File: config.mk
export PLATFORM = sky130hd
export DESIGN_NAME = software_timer_slot_manager_flat
export DESIGN_NICKNAME = d
export VERILOG_FILES = /design/src/stsm_pkg.sv /design/src/stsm_if.sv /design/src/software_timer_slot_manager.sv /design/src/flat_wrapper.sv
export SDC_FILE = /design/constraint.sdc
export NUM_CORES = 2
export LEC_CHECK = 0
export BUFFER_PORTS_ARGS = -buffer_cell sky130_fd_sc_hd__buf_2
export CAP_MARGIN = 25
export CORE_ASPECT_RATIO = 0.8
export CORE_MARGIN = 1
export CORE_UTILIZATION = 50
export DETAILED_ROUTE_END_ITERATION = 12
export GPL_ROUTABILITY_DRIVEN = 0
export GPL_TIMING_DRIVEN = 0
export PLACE_DENSITY = 0.76
export SYNTH_ARGS = -nofsm -noshare
export SYNTH_HDL_FRONTEND = slang
export SYNTH_SLANG_ARGS = --single-unit
File: constraint.sdc
create_clock -name clk_i -period 11.2 [get_ports clk_i]
set_input_delay 3.36 -clock clk_i [delete_from_list [all_inputs] [get_ports clk_i]]
set_output_delay 3.36 -clock clk_i [all_outputs]
set_load 0.05 [all_outputs]
File: src/stsm_pkg.sv
// Shared types, constants and helper functions of the timer slot manager.
package stsm_pkg;

  localparam int unsigned NUM_SLOTS = 16;
  localparam int unsigned SLOT_W = $clog2(NUM_SLOTS);
  localparam logic [SLOT_W-1:0] SLOT_FIRST = SLOT_W'(1);
  localparam logic [SLOT_W-1:0] SLOT_LAST = SLOT_W'(NUM_SLOTS - 1);

  typedef enum logic [1:0] {
    MODE_POLL     = 2'd0,
    MODE_SCHEDULE = 2'd1,
    MODE_CANCEL   = 2'd2,
    MODE_QUERY    = 2'd3
  } mode_e;

  typedef enum logic [1:0] {
    ST_IDLE,
    ST_SCAN,
    ST_APPLY
  } state_e;

  typedef struct packed {
    mode_e       mode;
    logic [31:0] now_ms;
    logic [31:0] delay_ms;
    logic [31:0] period_ms;
    logic [3:0]  slot;
    logic [31:0] gen_id;
  } in_item_t;

  typedef struct packed {
    logic        fired;
    logic [3:0]  fired_slot;
    logic        granted;
    logic [3:0]  granted_slot;
    logic [31:0] granted_id;
    logic        is_active;
    logic [3:0]  armed_count;
  } out_item_t;

  function automatic logic [3:0] to_field4(input logic [SLOT_W-1:0] v);
    logic [31:0] w;
    w = 32'(v);
    return w[3:0];
  endfunction

  function automatic logic [3:0] sat4(input logic [SLOT_W-1:0] v);
    logic [31:0] w;
    w = 32'(v);
    return (w > 32'd15) ? 4'hF : w[3:0];
  endfunction

endpackage

File: src/stsm_if.sv
// Valid and ready channel interfaces for command and result transfers.
interface stsm_in_if;
  logic                valid;
  logic                ready;
  stsm_pkg::in_item_t  data;
  modport source (output valid, output data, input ready);
  modport sink (input valid, input data, output ready);
endinterface

interface stsm_out_if;
  logic                valid;
  logic                ready;
  stsm_pkg::out_item_t data;
  modport source (output valid, output data, input ready);
  modport sink (input valid, input data, output ready);
endinterface

File: src/software_timer_slot_manager.sv
// Timer slot bank with a sequential scan over the slots for poll and schedule.
// One command transfer gives one result transfer. Poll and schedule pass from
// idle, which takes the command, through a scan of slots 1 to NUM_SLOTS - 1,
// one slot per cycle through the single due time comparator, to apply, which
// updates the slot and loads the result register once it is free. Cancel and
// query go to apply directly. A new command is taken once the block is back in
// idle, even while the previous result still waits in the output register.
module software_timer_slot_manager (
  input  logic             clk_i,
  input  logic             rst_ni,
  stsm_in_if.sink          in_i,
  stsm_out_if.source       out_o
);

  localparam int unsigned SW = stsm_pkg::SLOT_W;
  localparam int unsigned NS = stsm_pkg::NUM_SLOTS;

  stsm_pkg::state_e    state_q, state_d;
  stsm_pkg::in_item_t  req_q;
  stsm_pkg::out_item_t res_q, res_d;
  logic                out_valid_q, out_valid_d;
  logic [SW-1:0]       idx_q, idx_d;
  logic                found_q, found_d;
  logic [SW-1:0]       best_q, best_d;
  logic [31:0]         best_due_q, best_due_d;
  logic [31:0]         id_ctr_q, id_ctr_d;
  logic [SW-1:0]       count_q, count_d;
  logic [NS-1:0]       armed_q, armed_d;

  logic [31:0]         due_q    [NS];
  logic [31:0]         period_q [NS];
  logic [31:0]         id_q     [NS];

  logic                in_ready;
  logic                in_xfer;
  logic [31:0]         hslot_w;
  logic                hslot_ok;
  logic [SW-1:0]       hslot_idx;
  logic [SW-1:0]       rd_addr;
  logic                rd_armed;
  logic [31:0]         rd_due;
  logic [31:0]         rd_period;
  logic [31:0]         rd_id;
  logic [31:0]         cmp_a, cmp_b;
  logic                cmp_lt;
  logic [31:0]         add_b, add_sum;
  logic [31:0]         id_inc, id_next;
  logic                wr_due_en, wr_all_en;
  logic                id_match;

  assign in_xfer   = in_i.valid && in_ready;
  assign in_i.ready = in_ready;
  assign out_o.valid = out_valid_q;
  assign out_o.data  = res_q;

  assign hslot_w   = 32'(req_q.slot);
  assign hslot_ok  = hslot_w < NS;
  assign hslot_idx = hslot_w[SW-1:0];

  always_comb begin
    if (state_q == stsm_pkg::ST_SCAN) begin
      rd_addr = idx_q;
    end else if (req_q.mode == stsm_pkg::MODE_CANCEL || req_q.mode == stsm_pkg::MODE_QUERY) begin
      rd_addr = hslot_idx;
    end else begin
      rd_addr = best_q;
    end
  end

  assign rd_armed  = armed_q[rd_addr];
  assign rd_due    = due_q[rd_addr];
  assign rd_period = period_q[rd_addr];
  assign rd_id     = id_q[rd_addr];
  assign id_match  = rd_armed && (rd_id == req_q.gen_id);

  // Shared comparator and adder.
  always_comb begin
    if (state_q == stsm_pkg::ST_SCAN) begin
      cmp_a = rd_due;
    end else begin
      cmp_a = req_q.now_ms;
    end
    cmp_b  = best_due_q;
    cmp_lt = cmp_a < cmp_b;
    add_b  = (req_q.mode == stsm_pkg::MODE_SCHEDULE) ? req_q.delay_ms : rd_period;
    add_sum = req_q.now_ms + add_b;
  end

  assign id_inc  = id_ctr_q + 32'd1;
  assign id_next = (id_inc == 32'd0) ? 32'd1 : id_inc;

  always_comb begin
    state_d     = state_q;
    idx_d       = idx_q;
    found_d     = found_q;
    best_d      = best_q;
    best_due_d  = best_due_q;
    id_ctr_d    = id_ctr_q;
    count_d     = count_q;
    armed_d     = armed_q;
    res_d       = res_q;
    out_valid_d = out_valid_q && !out_o.ready;
    in_ready    = 1'b0;
    wr_due_en   = 1'b0;
    wr_all_en   = 1'b0;

    unique case (state_q)
      stsm_pkg::ST_IDLE: begin
        in_ready = 1'b1;
        if (in_i.valid) begin
          idx_d   = stsm_pkg::SLOT_FIRST;
          found_d = 1'b0;
          if (in_i.data.mode == stsm_pkg::MODE_POLL ||
              in_i.data.mode == stsm_pkg::MODE_SCHEDULE) begin
            state_d = stsm_pkg::ST_SCAN;
          end else begin
            state_d = stsm_pkg::ST_APPLY;
          end
        end
      end
      stsm_pkg::ST_SCAN: begin
        unique case (req_q.mode)
          stsm_pkg::MODE_POLL: begin
            if (rd_armed && (!found_q || cmp_lt)) begin
              found_d    = 1'b1;
              best_d     = idx_q;
              best_due_d = rd_due;
            end
          end
          stsm_pkg::MODE_SCHEDULE: begin
            if (!rd_armed && !found_q) begin
              found_d = 1'b1;
              best_d  = idx_q;
            end
          end
          default: begin
          end
        endcase
        if (idx_q == stsm_pkg::SLOT_LAST) begin
          state_d = stsm_pkg::ST_APPLY;
        end else begin
          idx_d = idx_q + SW'(1);
        end
      end
      stsm_pkg::ST_APPLY: begin
        if (!out_valid_q || out_o.ready) begin
          res_d       = '0;
          out_valid_d = 1'b1;
          state_d     = stsm_pkg::ST_IDLE;
          unique case (req_q.mode)
            stsm_pkg::MODE_POLL: begin
              if (found_q && !cmp_lt) begin
                res_d.fired      = 1'b1;
                res_d.fired_slot = stsm_pkg::to_field4(best_q);
                if (rd_period != 32'd0) begin
                  wr_due_en = 1'b1;
                end else begin
                  armed_d[best_q] = 1'b0;
                  count_d = count_q - SW'(1);
                end
              end
            end
            stsm_pkg::MODE_SCHEDULE: begin
              if (found_q) begin
                id_ctr_d           = id_next;
                wr_all_en          = 1'b1;
                armed_d[best_q]    = 1'b1;
                count_d            = count_q + SW'(1);
                res_d.granted      = 1'b1;
                res_d.granted_slot = stsm_pkg::to_field4(best_q);
                res_d.granted_id   = id_next;
              end
            end
            stsm_pkg::MODE_CANCEL: begin
              if (hslot_ok && id_match) begin
                armed_d[hslot_idx] = 1'b0;
                count_d = count_q - SW'(1);
              end
            end
            stsm_pkg::MODE_QUERY: begin
              res_d.is_active = hslot_ok && (req_q.gen_id != 32'd0) && id_match;
            end
            default: begin
            end
          endcase
          res_d.armed_count = stsm_pkg::sat4(count_d);
        end
      end
      default: begin
        state_d = stsm_pkg::ST_IDLE;
      end
    endcase
  end

  always_ff @(posedge clk_i or negedge rst_ni) begin
    if (!rst_ni) begin
      state_q     <= stsm_pkg::ST_IDLE;
      out_valid_q <= 1'b0;
      idx_q       <= stsm_pkg::SLOT_FIRST;
      found_q     <= 1'b0;
      best_q      <= '0;
      id_ctr_q    <= '0;
      count_q     <= '0;
      armed_q     <= '0;
    end else begin
      state_q     <= state_d;
      out_valid_q <= out_valid_d;
      idx_q       <= idx_d;
      found_q     <= found_d;
      best_q      <= best_d;
      id_ctr_q    <= id_ctr_d;
      count_q     <= count_d;
      armed_q     <= armed_d;
    end
  end

  always_ff @(posedge clk_i) begin
    best_due_q <= best_due_d;
    res_q      <= res_d;
    if (in_xfer) begin
      req_q <= in_i.data;
    end
  end

  always_ff @(posedge clk_i) begin
    if (wr_due_en || wr_all_en) begin
      due_q[best_q] <= add_sum;
    end
    if (wr_all_en) begin
      period_q[best_q] <= req_q.period_ms;
      id_q[best_q]     <= id_next;
    end
  end

  a_slot0_never_armed: assert property (@(posedge clk_i) disable iff (!rst_ni)
    !armed_q[0])
    else $error("Reserved slot 0 is armed.");

  a_count_matches: assert property (@(posedge clk_i) disable iff (!rst_ni)
    count_q == SW'($countones(armed_q)))
    else $error("Armed count disagrees with the armed slots.");

  a_busy_after_xfer: assert property (@(posedge clk_i) disable iff (!rst_ni)
    in_xfer |=> state_q != stsm_pkg::ST_IDLE)
    else $error("Sequencer idle right after a command transfer.");

  a_grant_id_nonzero: assert property (@(posedge clk_i) disable iff (!rst_ni)
    out_valid_q && res_q.granted |-> res_q.granted_id != 32'd0)
    else $error("Granted generation id is zero.");

  a_one_kind: assert property (@(posedge clk_i) disable iff (!rst_ni)
    out_valid_q |-> $countones({res_q.fired, res_q.granted, res_q.is_active}) <= 1)
    else $error("Result reports more than one kind of outcome.");

endmodule

File: src/flat_wrapper.sv
// flat-port wrapper written by rule: the top's interface ports become plain ports
module software_timer_slot_manager_flat 
  (clk_i, rst_ni, in_i_valid, in_i_data, in_i_ready, out_o_valid, out_o_data, out_o_ready);
  stsm_in_if in_i_i ();
  stsm_out_if out_o_i ();
  input  logic clk_i;
  input  logic rst_ni;
  input wire logic [$bits(in_i_i.valid)-1:0] in_i_valid;
  input wire logic [$bits(in_i_i.data)-1:0] in_i_data;
  output wire logic [$bits(in_i_i.ready)-1:0] in_i_ready;
  output wire logic [$bits(out_o_i.valid)-1:0] out_o_valid;
  output wire logic [$bits(out_o_i.data)-1:0] out_o_data;
  input wire logic [$bits(out_o_i.ready)-1:0] out_o_ready;
  assign in_i_i.valid = in_i_valid;
  assign in_i_i.data = in_i_data;
  assign in_i_ready = in_i_i.ready;
  assign out_o_valid = out_o_i.valid;
  assign out_o_data = out_o_i.data;
  assign out_o_i.ready = out_o_ready;
  software_timer_slot_manager u_core (.clk_i(clk_i), .rst_ni(rst_ni), .in_i(in_i_i), .out_o(out_o_i));
endmodule
======== After elaboration in Yosys (flattened, before gate mapping) ========
Memory sizes are Yosys's and may differ from the RTL's.
Index checks and enable logic that the tools add are counted.
W data, S select, Z words.
storage, ports and cells
  bits in registers ....................... 277
  RAM bits ................................ 1536
  input bits .............................. 138
  output and inout port bits .............. 49
  logic and storage cells ................. 158
  memories kept ........................... 3
memory list
  name             depth  width  rd ports  clocked after Yosys merged registers in  wr ports  line                               text
  u_core.due_q     16     32     1         0                                        1         software_timer_slot_manager.sv:30  logic [31:0] due_q [NS];
  u_core.id_q      16     32     1         0                                        1         software_timer_slot_manager.sv:32  logic [31:0] id_q [NS];
  u_core.period_q  16     32     1         0                                        1         software_timer_slot_manager.sv:31  logic [31:0] period_q [NS];
cells by class
  $add $sub $neg .......................... 5
  $lt $le $gt $ge ......................... 7
  eq/ne operators ......................... 21
  multiplexer cells ....................... 55
  bitwise logic cells ..................... 5
  reduce and logical (&&, ||, !) cells .... 40
operators with widths
  cell                     count
  $mux W32                 3
  $mux W16                 4
  $reduce_bool A32 Y1      2
  $pmux W16 S3             1
  $mux W4                  10
  $mux W37                 1
  $add A32 B1 Y32 const B  1
  $add A32 B32 Y32         1
  $and A16 B16 Y16         2
  $eq A32 B32 Y1           1
  $logic_not A32 Y1        1
  $lt A32 B32 Y1           1
  $not A16 Y16             2
  $mux W1                  22
  $lt A4 B5 Y1 const B     4
  $or A16 B16 Y16          1
  $pmux W4 S2              2
  $ne A2 B2 Y1 const B     6
  $pmux W4 S3              1
  $logic_and A1 B1 Y1      11
  $ne A3 B3 Y1 const B     3
  $reduce_and A3 Y1        3
  $add A4 B1 Y4 const B    2
  $demux W1 S4             2
  other kinds (20)         46

======== Logic depth before layout (Yosys ltp) ========
An unclocked memory read counts as a cell.
  word-level depth ........................ 16
  mapped depth ............................ 31
  depth with buffers taken out ............ 22

======== Least setup slack after synthesis ========
OpenSTA, ideal clock, no wires.
  path kind ............................... input -> register
  from .................................... in out_o_ready
  to ...................................... mem u_core.id_q[11][0], enable pin
  library setup time ...................... 0.488 ns
  arrival time ............................ 8.051 ns
  data required time ...................... 10.712 ns
  path slack .............................. 2.661 ns
  stages on the path ...................... 6
  buffers on the path ..................... 1
  cell sequence ........................... nand2b_1 > nand2b_1 > inv_1 > nand2_1 > clkbuf_1 > nor2_1
between the ends
  longest elaborated chain between the ends .. 5
ends and longest elaborated chain
  what                           line                                text
  from (decl)                    flat_wrapper.sv:13                  input wire logic [$bits(out_o_i.ready)-1:0] out_o_ready;
  $logic_or A1 B1 Y1             software_timer_slot_manager.sv:146  if (!out_valid_q || out_o.ready) begin
  $mux W1                        software_timer_slot_manager.sv:146
  $mux W1                        software_timer_slot_manager.sv:107  unique case (state_q)
  $mux W1                        software_timer_slot_manager.sv:229  if (wr_all_en) begin
  $mux W1 (not written as such)  software_timer_slot_manager.sv:231  id_q[best_q] <= id_next;
  to (decl)                      software_timer_slot_manager.sv:32
Every way passes these cells.

======== Worst setup path in the final report ========
  from .................................... reg u_core.state_q[1]
  to ...................................... mem u_core.due_q[10][27], enable pin
between the ends
  longest elaborated chain between the ends .. 14
  elaborated cells between the ends (all ways) .. 19
  those cells by class .................... order compare (1); eq/ne (2); mux (10); reduce/logical (4); memory (2)
ends and longest elaborated chain
  what                           line                                text
  from (decl)                    software_timer_slot_manager.sv:18   stsm_pkg::state_e state_q, state_d;
  from (signal assigned)         software_timer_slot_manager.sv:197  state_q <= stsm_pkg::ST_IDLE;
  from (signal assigned)         software_timer_slot_manager.sv:206  state_q <= state_d;
  $eq A2 B1 Y1                   software_timer_slot_manager.sv:61   if (state_q == stsm_pkg::ST_SCAN) begin
  $mux W4                        software_timer_slot_manager.sv:61
  $mem_v2 Z16 W32                --
  net u_core.rd_due[3]           software_timer_slot_manager.sv:41   logic [31:0] rd_due;
  $mux W32                       software_timer_slot_manager.sv:78   if (state_q == stsm_pkg::ST_SCAN) begin
  $lt A32 B32 Y1                 software_timer_slot_manager.sv:84   cmp_lt = cmp_a < cmp_b;
  $logic_not A1 Y1               software_timer_slot_manager.sv:152  if (found_q && !cmp_lt) begin
  $logic_and A1 B1 Y1            software_timer_slot_manager.sv:152
  $mux W1                        software_timer_slot_manager.sv:152
  $mux W1                        software_timer_slot_manager.sv:150  unique case (req_q.mode)
  $mux W1                        software_timer_slot_manager.sv:146
  $mux W1                        software_timer_slot_manager.sv:107
  $logic_or A1 B1 Y1             software_timer_slot_manager.sv:226  if (wr_due_en || wr_all_en) begin
  $mux W1                        software_timer_slot_manager.sv:226
  $mux W1 (not written as such)  software_timer_slot_manager.sv:227  due_q[best_q] <= add_sum;
  to (decl)                      software_timer_slot_manager.sv:30
The timed path passes the listed nets, and every way through them passes these cells.

==> impl_metrics.tcl <==
set metrics [dict create \
    post-route-period-util 0.969 \
    dr.first_iter.drc_count 9001 \
    cts.clk_slew.worst_paths_ps 60 \
    grt_pass1_wl_mm 326 \
    synth-seq-cells 1813 \
    synth_common_cells "edfxtp_1, nand2_1, mux2i_1" \
    met2_usage 0.425 \
    start_util 0.506 \
    cts.hold.buffers_added 0 \
    io_pins 187 \
    cpPeakStageDelay_ps 770 \
    fp.dieArea_um2 152000 \
    worst_path_most_repeated_cell "nand2_1" \
    gr-total-overflow 0 \
    relSlewSlack 0.196 \
    fillerInstances 10911 \
    cp.arrival_ps 11360 \
    skew_ps 55.8 \
    synth_area_um2 75000 \
    status "finished, final reports clean" \
    cts-root-buf "clkbuf_16" \
    place.port_buffers 186 \
    drive_above_1_share 0.171 \
    critPathMaxFanout 17 \
    syn_inst 4757 \
    total_power_mw 26.2 \
    synth_area_leaders "edfxtp_1, mux4_2, mux2i_1, nand2_1, dfrtp_1" \
    drt_wl_total_mm 232 \
    syn_nets 4962 \
    drt_pass1_iterations 8 \
    synth_edf_count 1749 \
    hold_violations 0 \
    cp-start-kind "register" \
    grt_antenna_before_repair 12 \
    tightest_slew_ps 1210 \
    cts_resized 0 \
    fin_util 0.582 \
    synth_cell_types 91 \
    rsz0062_at_grt "no" \
    use_met1 0.411 \
    yosysSeqAreaShare 0.721 \
    cts_max_level 4 \
    worstSkewPairLatency_ps 840 \
    area_growth_syn_to_layout_pct 14.9 \
    setup_viol 0 \
    antenna_left 0 \
    top_usage_layer "met2" \
    syn_area_per_cell_um2 15.8 \
    crit_slowest_cell "clkbuf_1" \
    yosysMostFrequentCell "edfxtp_1" \
    dpl.hpwl_mm 158 \
    coreArea_um2 148000 \
    viasPerCell 6.49 \
    drc 0 \
    cts_inserted_buffers 173 \
    drv_cap 0 \
    ys.flop_type "edfxtp_1" \
    postCtsSetupBuffers 0 \
    wl_per_cell_um 31.5 \
    whs_ps 497 \
    nNetsFinal 5443 \
    crit_type "reg -> reg" \
    die_x_um 435 \
    final.min_clock_period_ps 10860 \
    grtUsageTotal 0.302 \
    hp-class "reg -> reg" \
    grt_max_degree 90 \
    ir_worst_vdd_uv 246 \
    pwr_density_cell_nw_per_um2 304 \
    cts_tree "done" \
    synth_top_cell_area_share 0.700 \
    final_max_slew_viol_count 0 \
    end_kind "register" \
    first_global_vias 45327 \
    vias 47839 \
    yosysTopAreaCell "edfxtp_1" \
    grtUsageMet3 0.109 \
    layoutNonFillerInstCount 7366 \
    fmax_ghz 0.0921 \
    die_y_um 348 \
    p_leak_nw 30.0 \
    async_flop_share 0.0353 \
    placed_cells 7023 \
    cts.sinks 1813 \
    cts_buffer_depth 3 \
    critical_path_required_ps 11700 \
    row_count 126 \
    yosys_warnings 0 \
]
-- worst max-delay path, delay by kind of cell, from the launching register on --
family,cells,cell delay [ps]
AOI/OAI and AO/OA,7,2010
adders and majority gates,1,300
buffers and inverters,11,4700
DFF,1,380
muxes,1,440
and+or+nand+nor,11,2630
-- report_power, final --
part           internal [mW]  leakage, nW  total [mW]  switching, mW
clock network           3.13         2.64        5.70           2.57
logic                   3.39         10.9        10.9           7.52
registers               9.27         16.4        9.57          0.295
-- kinds of logic (layout without fill, tap and decap cells) --
logic type,count (synthesis),in the layout,synth area share
flops,1813,1813,0.721
simple gates,1345,1345,0.0801
other cells,0,4,0
fa+ha+maj,67,67,0.0113
xor+xnor,124,124,0.0145
compound gates,547,547,0.0539
mux,520,520,0.0977
buf+inv,341,962,0.0212
-- cells in the final DEF (no fill, tap or decap), drive strengths merged, types with 17 or more instances in the layout --
master  count
a31oi      41
nand4      31
nand2b     17
mux2       22
a32o       43
mux4      166
nand2     721
ha         66
xor2       46
dfrtp      63
a21oi      76
o211ai     45
clkbuf    333
a21o       32
and3       63
a32oi      36
nor3       37
inv        99
buf       449
a211oi     49
mux2i     332
xnor2      78
nor2      174
clkinv     72
edfxtp   1749
nand3     205
o22ai      17
o211a      38
o21ai      73
-- final timing paths --
path | startpoint | end | slack (ps) | cells past startpoint
hold reg to reg | u_core.armed_q[12] | u_core.armed_q[12] | 500 | 1
max in group asynchronous | rst_ni | u_core.idx_q[1] | 7880 | 1
min in group asynchronous | rst_ni | u_core.id_ctr_q[27] | 2660 | 1
setup reg to reg | u_core.state_q[1] | u_core.due_q[10][27] | 340 | 31
setup / recovery | u_core.state_q[1] | u_core.due_q[10][27] | 340 | 31
hold / removal | u_core.armed_q[12] | u_core.armed_q[12] | 500 | 1
-- metal layers --
| metal | routed length, um | vias to the layer above |
|---|---|---|
| met5 | 161 | - |
| met3 | 37800 | 739 |
| met2 | 96900 | 4152 |
| met1 | 83300 | 23562 |
| met4 | 14000 | 20 |
| li1 | - | 19366 |
-- sequential cells by signal, indices dropped and copies added, names as in the netlist --
name,cells
u_core.armed_q,16
u_core.best_due_q,32
u_core.best_q,4
u_core.count_q,4
u_core.due_q,512
u_core.found_q,1
u_core.hslot_idx,4
u_core.id_ctr_q,32
u_core.id_q,512
u_core.idx_q,4
u_core.out_o.data,47
u_core.out_o.valid,1
u_core.period_q,512
u_core.req_q,130
u_core.state_q,2
-- per-stage QoR --
stage	cell area (um2)	setup WS, ps	setup TNS [ps]
detailed placement	80600	866	0
floorplan	75000	2660	0
global route	86200	267	0
CTS	86000	800	0
global placement	78400	-2900	-3111230
finish	86200	343	0
-- cell type report --
type	count	area [um2]	area share
Sequential cell	1813	54100	0.628
Multi-Input combinational cell	2603	19600	0.228
Clock buffer	225	4660	0.0541
Timing Repair Buffer	306	2950	0.0343
Tap cell	1984	2480	0.0288
Buffer	251	1260	0.0146
Clock inverter	90	729	0.00846
Inverter	90	345	0.00401
Antenna cell	4	10.0	0.000116
No activity file was read; power rests on OpenSTA's default activity.
